### config.mk
export PLATFORM = sky130hd
export DESIGN_NAME = can_bit_timing_calculator
export DESIGN_NICKNAME = d
export VERILOG_FILES = /design/src/rtl/ctbc_pkg.sv /design/src/rtl/ctbc_divider.sv /design/src/rtl/ctbc_datapath.sv /design/src/rtl/ctbc_ctrl.sv /design/src/rtl/can_bit_timing_calculator.sv
export SDC_FILE = /design/constraint.sdc
export NUM_CORES = 1
export LEC_CHECK = 0
export BUFFER_PORTS_ARGS = -buffer_cell sky130_fd_sc_hd__buf_2
export CAP_MARGIN = 20
export CORE_ASPECT_RATIO = 2
export CORE_UTILIZATION = 55
export DETAILED_ROUTE_END_ITERATION = 7
export PLACE_DENSITY = 0.81
export SETUP_SLACK_MARGIN = 0.05
export SLEW_MARGIN = 20
export SYNTH_ARGS = -nofsm -noshare
export SYNTH_HDL_FRONTEND = slang
export SYNTH_SLANG_ARGS = --single-unit
### constraint.sdc
create_clock -name aclk -period 7.6 [get_ports aclk]
set_input_delay 1.14 -clock aclk [delete_from_list [all_inputs] [get_ports aclk]]
set_output_delay 1.14 -clock aclk [all_outputs]
set_load 0.01 [all_outputs]
### src/rtl/ctbc_pkg.sv
package ctbc_pkg;

    localparam int unsigned ClockWidth = 32;
    localparam int unsigned RateWidth  = 24;
    localparam int unsigned SumWidth   = 5;

    localparam logic [ClockWidth-1:0] ClockHzReset  = 32'd100000;
    localparam logic [RateWidth-1:0]  FastBitrate   = 24'd1000000;
    localparam logic [SumWidth-1:0]   FastSumStart  = 5'd9;
    localparam logic [SumWidth-1:0]   SlowSumStart  = 5'd16;
    localparam logic [SumWidth-1:0]   SumFloor      = 5'd2;
    localparam logic [ClockWidth-1:0] MaxPrescaler  = 32'd1024;

    typedef enum logic [2:0] {
        ST_IDLE,
        ST_START_RATE,
        ST_WAIT_RATE,
        ST_START_SUM,
        ST_WAIT_SUM,
        ST_FINISH
    } ctbc_state_t;

    typedef struct packed {
        logic load;
        logic start_rate;
        logic capture_rate;
        logic start_sum;
        logic step_sum;
        logic capture_presc;
        logic emit;
    } ctbc_cmd_t;

    typedef struct packed {
        logic rate_zero;
        logic div_done;
        logic rem_zero;
        logic sum_low;
        logic out_free;
    } ctbc_status_t;

    typedef struct packed {
        logic [3:0] seg1_code;
        logic [2:0] seg2_code;
        logic [9:0] sample_point;
    } ctbc_timing_t;

    // Segment split and sample point for each segment sum that a search can end on.
    function automatic ctbc_timing_t timing_of(input logic [SumWidth-1:0] sum);
        ctbc_timing_t t;
        case (sum)
            5'd2:    t = '{seg1_code: 4'd0,  seg2_code: 3'd0, sample_point: 10'd666};
            5'd3:    t = '{seg1_code: 4'd1,  seg2_code: 3'd0, sample_point: 10'd750};
            5'd4:    t = '{seg1_code: 4'd2,  seg2_code: 3'd0, sample_point: 10'd800};
            5'd5:    t = '{seg1_code: 4'd3,  seg2_code: 3'd0, sample_point: 10'd833};
            5'd6:    t = '{seg1_code: 4'd4,  seg2_code: 3'd0, sample_point: 10'd857};
            5'd7:    t = '{seg1_code: 4'd5,  seg2_code: 3'd0, sample_point: 10'd875};
            5'd8:    t = '{seg1_code: 4'd6,  seg2_code: 3'd0, sample_point: 10'd888};
            5'd9:    t = '{seg1_code: 4'd7,  seg2_code: 3'd0, sample_point: 10'd900};
            5'd10:   t = '{seg1_code: 4'd7,  seg2_code: 3'd1, sample_point: 10'd818};
            5'd11:   t = '{seg1_code: 4'd8,  seg2_code: 3'd1, sample_point: 10'd833};
            5'd12:   t = '{seg1_code: 4'd9,  seg2_code: 3'd1, sample_point: 10'd846};
            5'd13:   t = '{seg1_code: 4'd10, seg2_code: 3'd1, sample_point: 10'd857};
            5'd14:   t = '{seg1_code: 4'd11, seg2_code: 3'd1, sample_point: 10'd866};
            5'd15:   t = '{seg1_code: 4'd12, seg2_code: 3'd1, sample_point: 10'd875};
            5'd16:   t = '{seg1_code: 4'd13, seg2_code: 3'd1, sample_point: 10'd882};
            default: t = '0;
        endcase
        return t;
    endfunction

endpackage

### src/rtl/ctbc_divider.sv
module ctbc_divider
    import ctbc_pkg::*;
(
    input  logic                  aclk,
    input  logic                  aresetn,
    input  logic                  start,
    input  logic [ClockWidth-1:0] dividend,
    input  logic [RateWidth-1:0]  divisor,
    output logic                  done,
    output logic [ClockWidth-1:0] quotient,
    output logic [RateWidth-1:0]  remainder
);

    localparam int unsigned CntWidth = $clog2(ClockWidth);

    logic                  busy_reg, busy_next;
    logic                  done_reg, done_next;
    logic [CntWidth-1:0]   cnt_reg, cnt_next;
    logic [ClockWidth-1:0] quot_reg, quot_next;
    logic [RateWidth-1:0]  rem_reg, rem_next;
    logic [RateWidth-1:0]  divisor_reg, divisor_next;
    logic [RateWidth:0]    partial;
    logic [RateWidth+1:0]  diff;

    // One quotient bit per cycle, restoring form.
    assign partial = {rem_reg, quot_reg[ClockWidth-1]};
    assign diff    = {1'b0, partial} - {2'b00, divisor_reg};

    always_comb begin
        busy_next    = busy_reg;
        done_next    = 1'b0;
        cnt_next     = cnt_reg;
        quot_next    = quot_reg;
        rem_next     = rem_reg;
        divisor_next = divisor_reg;
        if (start) begin
            busy_next    = 1'b1;
            cnt_next     = CntWidth'(ClockWidth - 1);
            quot_next    = dividend;
            rem_next     = '0;
            divisor_next = divisor;
        end else if (busy_reg) begin
            quot_next = {quot_reg[ClockWidth-2:0], ~diff[RateWidth+1]};
            rem_next  = diff[RateWidth+1] ? partial[RateWidth-1:0] : diff[RateWidth-1:0];
            cnt_next  = cnt_reg - 1'b1;
            if (cnt_reg == '0) begin
                busy_next = 1'b0;
                done_next = 1'b1;
            end
        end
    end

    always_ff @(posedge aclk) begin
        if (!aresetn) begin
            busy_reg <= 1'b0;
            done_reg <= 1'b0;
            cnt_reg  <= '0;
        end else begin
            busy_reg <= busy_next;
            done_reg <= done_next;
            cnt_reg  <= cnt_next;
        end
    end

    always_ff @(posedge aclk) begin
        quot_reg    <= quot_next;
        rem_reg     <= rem_next;
        divisor_reg <= divisor_next;
    end

    assign done      = done_reg;
    assign quotient  = quot_reg;
    assign remainder = rem_reg;

endmodule

### src/rtl/ctbc_datapath.sv
module ctbc_datapath
    import ctbc_pkg::*;
(
    input  logic                  aclk,
    input  logic                  aresetn,
    input  logic                  cfg_we,
    input  logic [ClockWidth-1:0] cfg_wdata,
    input  logic [RateWidth-1:0]  s_target_bitrate,
    input  ctbc_cmd_t             cmd,
    output ctbc_status_t          status,
    output logic                  m_valid,
    input  logic                  m_ready,
    output logic                  m_timing_valid,
    output logic [9:0]            m_prescaler_code,
    output logic                  m_jump_width_code,
    output logic [3:0]            m_segment_one_code,
    output logic [2:0]            m_segment_two_code,
    output logic [9:0]            m_sample_point
);

    logic [ClockWidth-1:0] clock_hz_reg;
    logic [RateWidth-1:0]  rate_reg;
    logic [SumWidth-1:0]   sum_reg, sum_next;
    logic [ClockWidth-1:0] product_reg;
    logic [RateWidth-1:0]  rate_rem_reg;
    logic [ClockWidth-1:0] presc_reg;
    logic                  ok_reg, ok_next;
    logic                  m_valid_reg, m_valid_next;
    logic                  timing_valid_reg;
    logic [9:0]            prescaler_code_reg;
    logic [3:0]            segment_one_code_reg;
    logic [2:0]            segment_two_code_reg;
    logic [9:0]            sample_point_reg;

    logic                  div_start;
    logic [ClockWidth-1:0] div_dividend;
    logic [RateWidth-1:0]  div_divisor;
    logic                  div_done;
    logic [ClockWidth-1:0] div_quot;
    logic [RateWidth-1:0]  div_rem;
    ctbc_timing_t          timing;

    assign div_start    = cmd.start_rate | cmd.start_sum;
    assign div_dividend = cmd.start_rate ? clock_hz_reg : product_reg;
    assign div_divisor  = cmd.start_rate ? rate_reg
                                         : RateWidth'(sum_reg) + RateWidth'(1);

    ctbc_divider u_divider (
        .aclk      (aclk),
        .aresetn   (aresetn),
        .start     (div_start),
        .dividend  (div_dividend),
        .divisor   (div_divisor),
        .done      (div_done),
        .quotient  (div_quot),
        .remainder (div_rem)
    );

    always_ff @(posedge aclk) begin
        if (!aresetn) begin
            clock_hz_reg <= ClockHzReset;
        end else if (cfg_we) begin
            clock_hz_reg <= cfg_wdata;
        end
    end

    always_comb begin
        sum_next = sum_reg;
        if (cmd.load) begin
            sum_next = (s_target_bitrate >= FastBitrate) ? FastSumStart : SlowSumStart;
        end else if (cmd.step_sum) begin
            sum_next = sum_reg - 1'b1;
        end
    end

    // The exact-bitrate check reduces to the first remainder staying below the product.
    always_comb begin
        ok_next = ok_reg;
        if (cmd.load) begin
            ok_next = 1'b0;
        end else if (cmd.capture_presc) begin
            ok_next = (div_quot != '0) && (div_quot <= MaxPrescaler) &&
                      (ClockWidth'(rate_rem_reg) < product_reg);
        end
    end

    always_ff @(posedge aclk) begin
        if (cmd.load) begin
            rate_reg <= s_target_bitrate;
        end
        if (cmd.capture_rate) begin
            product_reg  <= div_quot;
            rate_rem_reg <= div_rem;
        end
        if (cmd.capture_presc) begin
            presc_reg <= div_quot;
        end
        sum_reg <= sum_next;
    end

    always_ff @(posedge aclk) begin
        if (!aresetn) begin
            ok_reg <= 1'b0;
        end else begin
            ok_reg <= ok_next;
        end
    end

    assign timing = timing_of(sum_reg);

    always_comb begin
        m_valid_next = m_valid_reg;
        if (cmd.emit) begin
            m_valid_next = 1'b1;
        end else if (m_ready) begin
            m_valid_next = 1'b0;
        end
    end

    always_ff @(posedge aclk) begin
        if (!aresetn) begin
            m_valid_reg <= 1'b0;
        end else begin
            m_valid_reg <= m_valid_next;
        end
    end

    always_ff @(posedge aclk) begin
        if (cmd.emit) begin
            timing_valid_reg     <= ok_reg;
            prescaler_code_reg   <= ok_reg ? 10'(presc_reg - 1'b1) : '0;
            segment_one_code_reg <= ok_reg ? timing.seg1_code : '0;
            segment_two_code_reg <= ok_reg ? timing.seg2_code : '0;
            sample_point_reg     <= ok_reg ? timing.sample_point : '0;
        end
    end

    assign status.rate_zero = (rate_reg == '0);
    assign status.div_done  = div_done;
    assign status.rem_zero  = (div_rem == '0);
    assign status.sum_low   = (sum_reg <= SumFloor);
    assign status.out_free  = ~m_valid_reg | m_ready;

    assign m_valid            = m_valid_reg;
    assign m_timing_valid     = timing_valid_reg;
    assign m_prescaler_code   = prescaler_code_reg;
    assign m_jump_width_code  = 1'b0;
    assign m_segment_one_code = segment_one_code_reg;
    assign m_segment_two_code = segment_two_code_reg;
    assign m_sample_point     = sample_point_reg;

endmodule

### src/rtl/ctbc_ctrl.sv
module ctbc_ctrl
    import ctbc_pkg::*;
(
    input  logic         aclk,
    input  logic         aresetn,
    input  logic         s_valid,
    output logic         s_ready,
    input  ctbc_status_t status,
    output ctbc_cmd_t    cmd
);

    ctbc_state_t state_reg, state_next;

    always_ff @(posedge aclk) begin
        if (!aresetn) begin
            state_reg <= ST_IDLE;
        end else begin
            state_reg <= state_next;
        end
    end

    always_comb begin
        state_next = state_reg;
        cmd        = '0;
        s_ready    = 1'b0;
        unique case (state_reg)
            ST_IDLE: begin
                s_ready = 1'b1;
                if (s_valid) begin
                    cmd.load   = 1'b1;
                    state_next = ST_START_RATE;
                end
            end
            ST_START_RATE: begin
                if (status.rate_zero) begin
                    state_next = ST_FINISH;
                end else begin
                    cmd.start_rate = 1'b1;
                    state_next     = ST_WAIT_RATE;
                end
            end
            ST_WAIT_RATE: begin
                if (status.div_done) begin
                    cmd.capture_rate = 1'b1;
                    state_next       = ST_START_SUM;
                end
            end
            ST_START_SUM: begin
                cmd.start_sum = 1'b1;
                state_next    = ST_WAIT_SUM;
            end
            ST_WAIT_SUM: begin
                if (status.div_done) begin
                    if (status.rem_zero) begin
                        cmd.capture_presc = 1'b1;
                        state_next        = ST_FINISH;
                    end else if (status.sum_low) begin
                        state_next = ST_FINISH;
                    end else begin
                        cmd.step_sum = 1'b1;
                        state_next   = ST_START_SUM;
                    end
                end
            end
            ST_FINISH: begin
                if (status.out_free) begin
                    cmd.emit   = 1'b1;
                    state_next = ST_IDLE;
                end
            end
            default: begin
                state_next = ST_IDLE;
            end
        endcase
    end

endmodule

### src/rtl/can_bit_timing_calculator.sv
// A zero bitrate skips the divider; otherwise the divider runs once for the rate and once
// for each of the n segment sums tried (1 to 8 from 1 Mbit/s up, 1 to 15 below).
// A new beat is taken only once the last one has been emitted; the serial divider is shared.
// A finished result may wait in the output register while the next beat is taken.
// Reset is synchronous and active low; clock_hz returns to 100000 and no result is pending.
module can_bit_timing_calculator
    import ctbc_pkg::*;
(
    input  logic                  aclk,
    input  logic                  aresetn,
    input  logic                  cfg_we,
    input  logic [ClockWidth-1:0] cfg_wdata,
    input  logic                  s_valid,
    output logic                  s_ready,
    input  logic [RateWidth-1:0]  s_target_bitrate,
    output logic                  m_valid,
    input  logic                  m_ready,
    output logic                  m_timing_valid,
    output logic [9:0]            m_prescaler_code,
    output logic                  m_jump_width_code,
    output logic [3:0]            m_segment_one_code,
    output logic [2:0]            m_segment_two_code,
    output logic [9:0]            m_sample_point
);

    ctbc_cmd_t    cmd;
    ctbc_status_t status;

    ctbc_ctrl u_ctrl (
        .aclk    (aclk),
        .aresetn (aresetn),
        .s_valid (s_valid),
        .s_ready (s_ready),
        .status  (status),
        .cmd     (cmd)
    );

    ctbc_datapath u_datapath (
        .aclk               (aclk),
        .aresetn            (aresetn),
        .cfg_we             (cfg_we),
        .cfg_wdata          (cfg_wdata),
        .s_target_bitrate   (s_target_bitrate),
        .cmd                (cmd),
        .status             (status),
        .m_valid            (m_valid),
        .m_ready            (m_ready),
        .m_timing_valid     (m_timing_valid),
        .m_prescaler_code   (m_prescaler_code),
        .m_jump_width_code  (m_jump_width_code),
        .m_segment_one_code (m_segment_one_code),
        .m_segment_two_code (m_segment_two_code),
        .m_sample_point     (m_sample_point)
    );

endmodule

==> qor.txt <==
Clock power share: 0.216
GRT Residual Overflow: 0
Final setup skew: 0.0108 ns
Final #Nets: 1,258
Share of post-route cells with drive strength above 1: 0.134
Leakage: 5.30 nW
Fin Setup TNS: 0 ns
Worst-Margin Slew: 0.956 ns
Post-DP HPWL: 17.9 mm
Worst slew margin: 0.362
Psw: 1.89 mW
Pin count of the biggest net entering global routing: 57
Max clock buf depth: 3
Top Ports: 92
Via density: 5.85
Die Ht: 210 um
Post-Syn Area: 11,900 um^2
Hold_buf cts: 0
Root buf cell: clkbuf_16
Avg Synthesized Cell Area: 11.1 um^2
Register area share after synthesis: 0.561
Post-layout util: 0.629
Final hold viol count: 0
Ratio of final minimum period to clock period: 0.427
Kind of critical path: reg -> reg
Power per Cell Area: 383 nW/um^2
Critical path required time: 7.97 ns
Clock-pin slew on the worst setup and hold paths: 0.07 ns
Total power: 5.09 mW
Max Slew Vio Count: 0
FP Rows: 75
Worst setup SP type: flip-flop
Hold Startpoint: u_datapath.clock_hz_reg[10]
Synth Instances: 1,068
Reg-to-Reg Start: u_datapath.u_divider.remainder[1]
Final Critical Period: 3.24 ns
Fmax: 0.308 GHz
Pint: 3.21 mW
Die area: 22,300 um^2
Comb pwr share: 0.354
Seq pwr share: 0.430
Starting Density: 0.564
Number of synthesis warnings: 0
RSZ-0062 raised after global routing: no
Slowest cell on the critical path: o21ai_0
Max incr delay on CP: 0.51 ns
Switching share of power: 0.371
Tot GR Track Use: 0.228
Post-CTS sizing: 0
DP Area: 12,500 um^2
Final ANT Viol Nets: 0
Flops & latches, synth: 245
Number of global-route vias before repair: 8,315
Htree depth: 1
Crit end category: flip-flop
Crit Path Max Fanout: 44
Initial antenna violation count: 0
Width of the die: 106 um
Async S/R FF share, synth: 0
HP Class: reg -> reg
Routed wire per std cell: 17.5 um
Vias: 8,313
RD Place Congestion: 0.885
Unique masters post-synth: 64
Prevailing post-synth register cell: edfxtp_1
Post-synth EDFFs: 177
Endpoints failing setup: 0
CTS tree: done
Total CTS buffers: 22
Synth-to-layout area growth: 11.7%
Max-cap viol count: 0
Outcome: completed
Crit-path cells: ha_1, o211ai_1, a21oi_1, o21ai_0, a31oi_2, a41oi_4, buf_4, mux2_2, mux2i_1, a211oi_1
DRT Wirelength: 24.9 mm
Critical Path AT: 3.61 ns
Pre-antenna DRT Iters: 7
Peak VDD IR: 235 uV
Iter 0 DRT Violations: 622
Final Cell Area: 13,300 um^2
I/O Buffers: 88
Clock Latency Late Sink: 0.51 ns
Hold Slack: 0.480 ns
Core Area: 21,100 um^2
Postcts setup bufs: 0
First-pass GRT wire length: 40.1 mm
# clock sinks: 245
Number of diodes: 0
# DRC: 0
Crit. Startpoint: u_datapath.u_divider.remainder[1]
final timing paths:
kind                                        endpoint  slack, ns  depth (start not counted)
setup / recovery  u_datapath.u_divider.remainder[20]       4.36                         10
hold / removal           u_datapath.clock_hz_reg[10]       0.48                          2
setup reg to reg  u_datapath.u_divider.remainder[20]       4.36                         10
hold reg to reg          u_datapath.clock_hz_reg[10]       0.48                          2
cell usage in the layout, fill, tap and decap left out, types with 14 or more instances in the layout:
master / instances
ha_1: 60
clkbuf_16: 23
nand2b_1: 15
a211oi_1: 19
buf_2: 88
and2_1: 26
a21oi_1: 65
dfxtp_1: 68
o21ai_0: 42
mux2i_1: 43
edfxtp_1: 177
a21o_1: 17
xor2_1: 20
nor4_1: 27
nand2_1: 54
nand3_1: 14
a222oi_1: 31
inv_1: 96
nor3_1: 20
nor2b_1: 15
nor2_1: 87
synthesized netlist by cell type (3+ instances only):
| library cell | instances | area, um^2 |
|---|---|---|
| nand3_1 | 14 | 70.1 |
| a31oi_1 | 6 | 37.5 |
| xnor2_1 | 11 | 96.3 |
| a21oi_1 | 65 | 325 |
| a311oi_1 | 4 | 35.0 |
| dfxtp_1 | 68 | 1360 |
| inv_1 | 97 | 364 |
| or3_1 | 3 | 18.8 |
| edfxtp_1 | 177 | 5320 |
| nor2b_1 | 15 | 93.8 |
| nor2_1 | 90 | 338 |
| o21ai_0 | 42 | 210 |
| nand2_1 | 54 | 203 |
| a21o_1 | 17 | 128 |
| mux2_2 | 5 | 56.3 |
| nor4b_1 | 3 | 26.3 |
| buf_6 | 3 | 33.8 |
| o22ai_1 | 4 | 25.0 |
| buf_1 | 4 | 15.0 |
| a211oi_1 | 19 | 143 |
| nor4_1 | 27 | 169 |
| xor2_1 | 20 | 175 |
| clkbuf_1 | 39 | 146 |
| nor3_1 | 21 | 105 |
| buf_2 | 5 | 25.0 |
| ha_1 | 60 | 751 |
| and2_1 | 26 | 163 |
| mux2i_1 | 43 | 430 |
| nand2b_1 | 15 | 93.8 |
| or4_1 | 3 | 22.5 |
| a222oi_1 | 31 | 310 |
| nand4_1 | 11 | 68.8 |
| o31ai_1 | 6 | 45.0 |
| buf_4 | 7 | 52.6 |
| o21a_1 | 11 | 82.6 |
| o211ai_1 | 4 | 30.0 |
metrics by stage:
stage               std cells  setup WS (ns)
detailed placement       1380           4.40
finish                   1421           4.36
CTS                      1420           4.37
global placement         1379           4.35
floorplan                1070           2.66
global route             1421           4.22
kinds of logic (layout without fill, tap and decap cells):
kind of cell | after synthesis | in the layout | synth area share
buf+inv | 157 | 239 | 0.0542
other cells | 1 | 3 | 0.000315
simple gates | 292 | 292 | 0.121
fa+ha+maj | 61 | 61 | 0.0648
compound gates | 233 | 233 | 0.134
xor+xnor | 31 | 31 | 0.0228
flops | 245 | 245 | 0.561
mux | 48 | 48 | 0.0409
critical path: cells and delay by family (launching register included):
kind,cells,cell delay [ns]
multiplexers,2,0.52
flip-flops,1,0.44
buffers and inverters,1,0.42
adder cells (fa/ha/maj),1,0.31
AO/OA/AOI/OAI,6,1.43
cell type report:
cell class | count | area, um^2
fillers | 1625 | 7830
multi-input cells | 668 | 4610
clock inverters | 15 | 136
well taps | 269 | 337
repair buffers | 100 | 571
clock buffers | 25 | 583
flip-flops and latches | 245 | 6680
inverters | 99 | 372
layer usage:
metal | track usage | part of all wire
met3 | 0.0291 | 0.044
met5 | 0 | 0
met2 | 0.437 | 0.55
met1 | 0.237 | 0.36
met4 | 0.117 | 0.051
power by group through the flow:
stage | Sequential [mW] | Combinational (mW) | Clock, mW
2_1_floorplan | 2.05 | 1.49 | 0
3_3_place_gp | 2.20 | 1.72 | 0
3_5_place_dp | 2.21 | 1.77 | 0
4_1_cts | 2.19 | 1.78 | 1.13
5_1_grt | 2.23 | 2.01 | 1.18
6_report | 2.19 | 1.80 | 1.10
(Power assumes the default switching activity.)
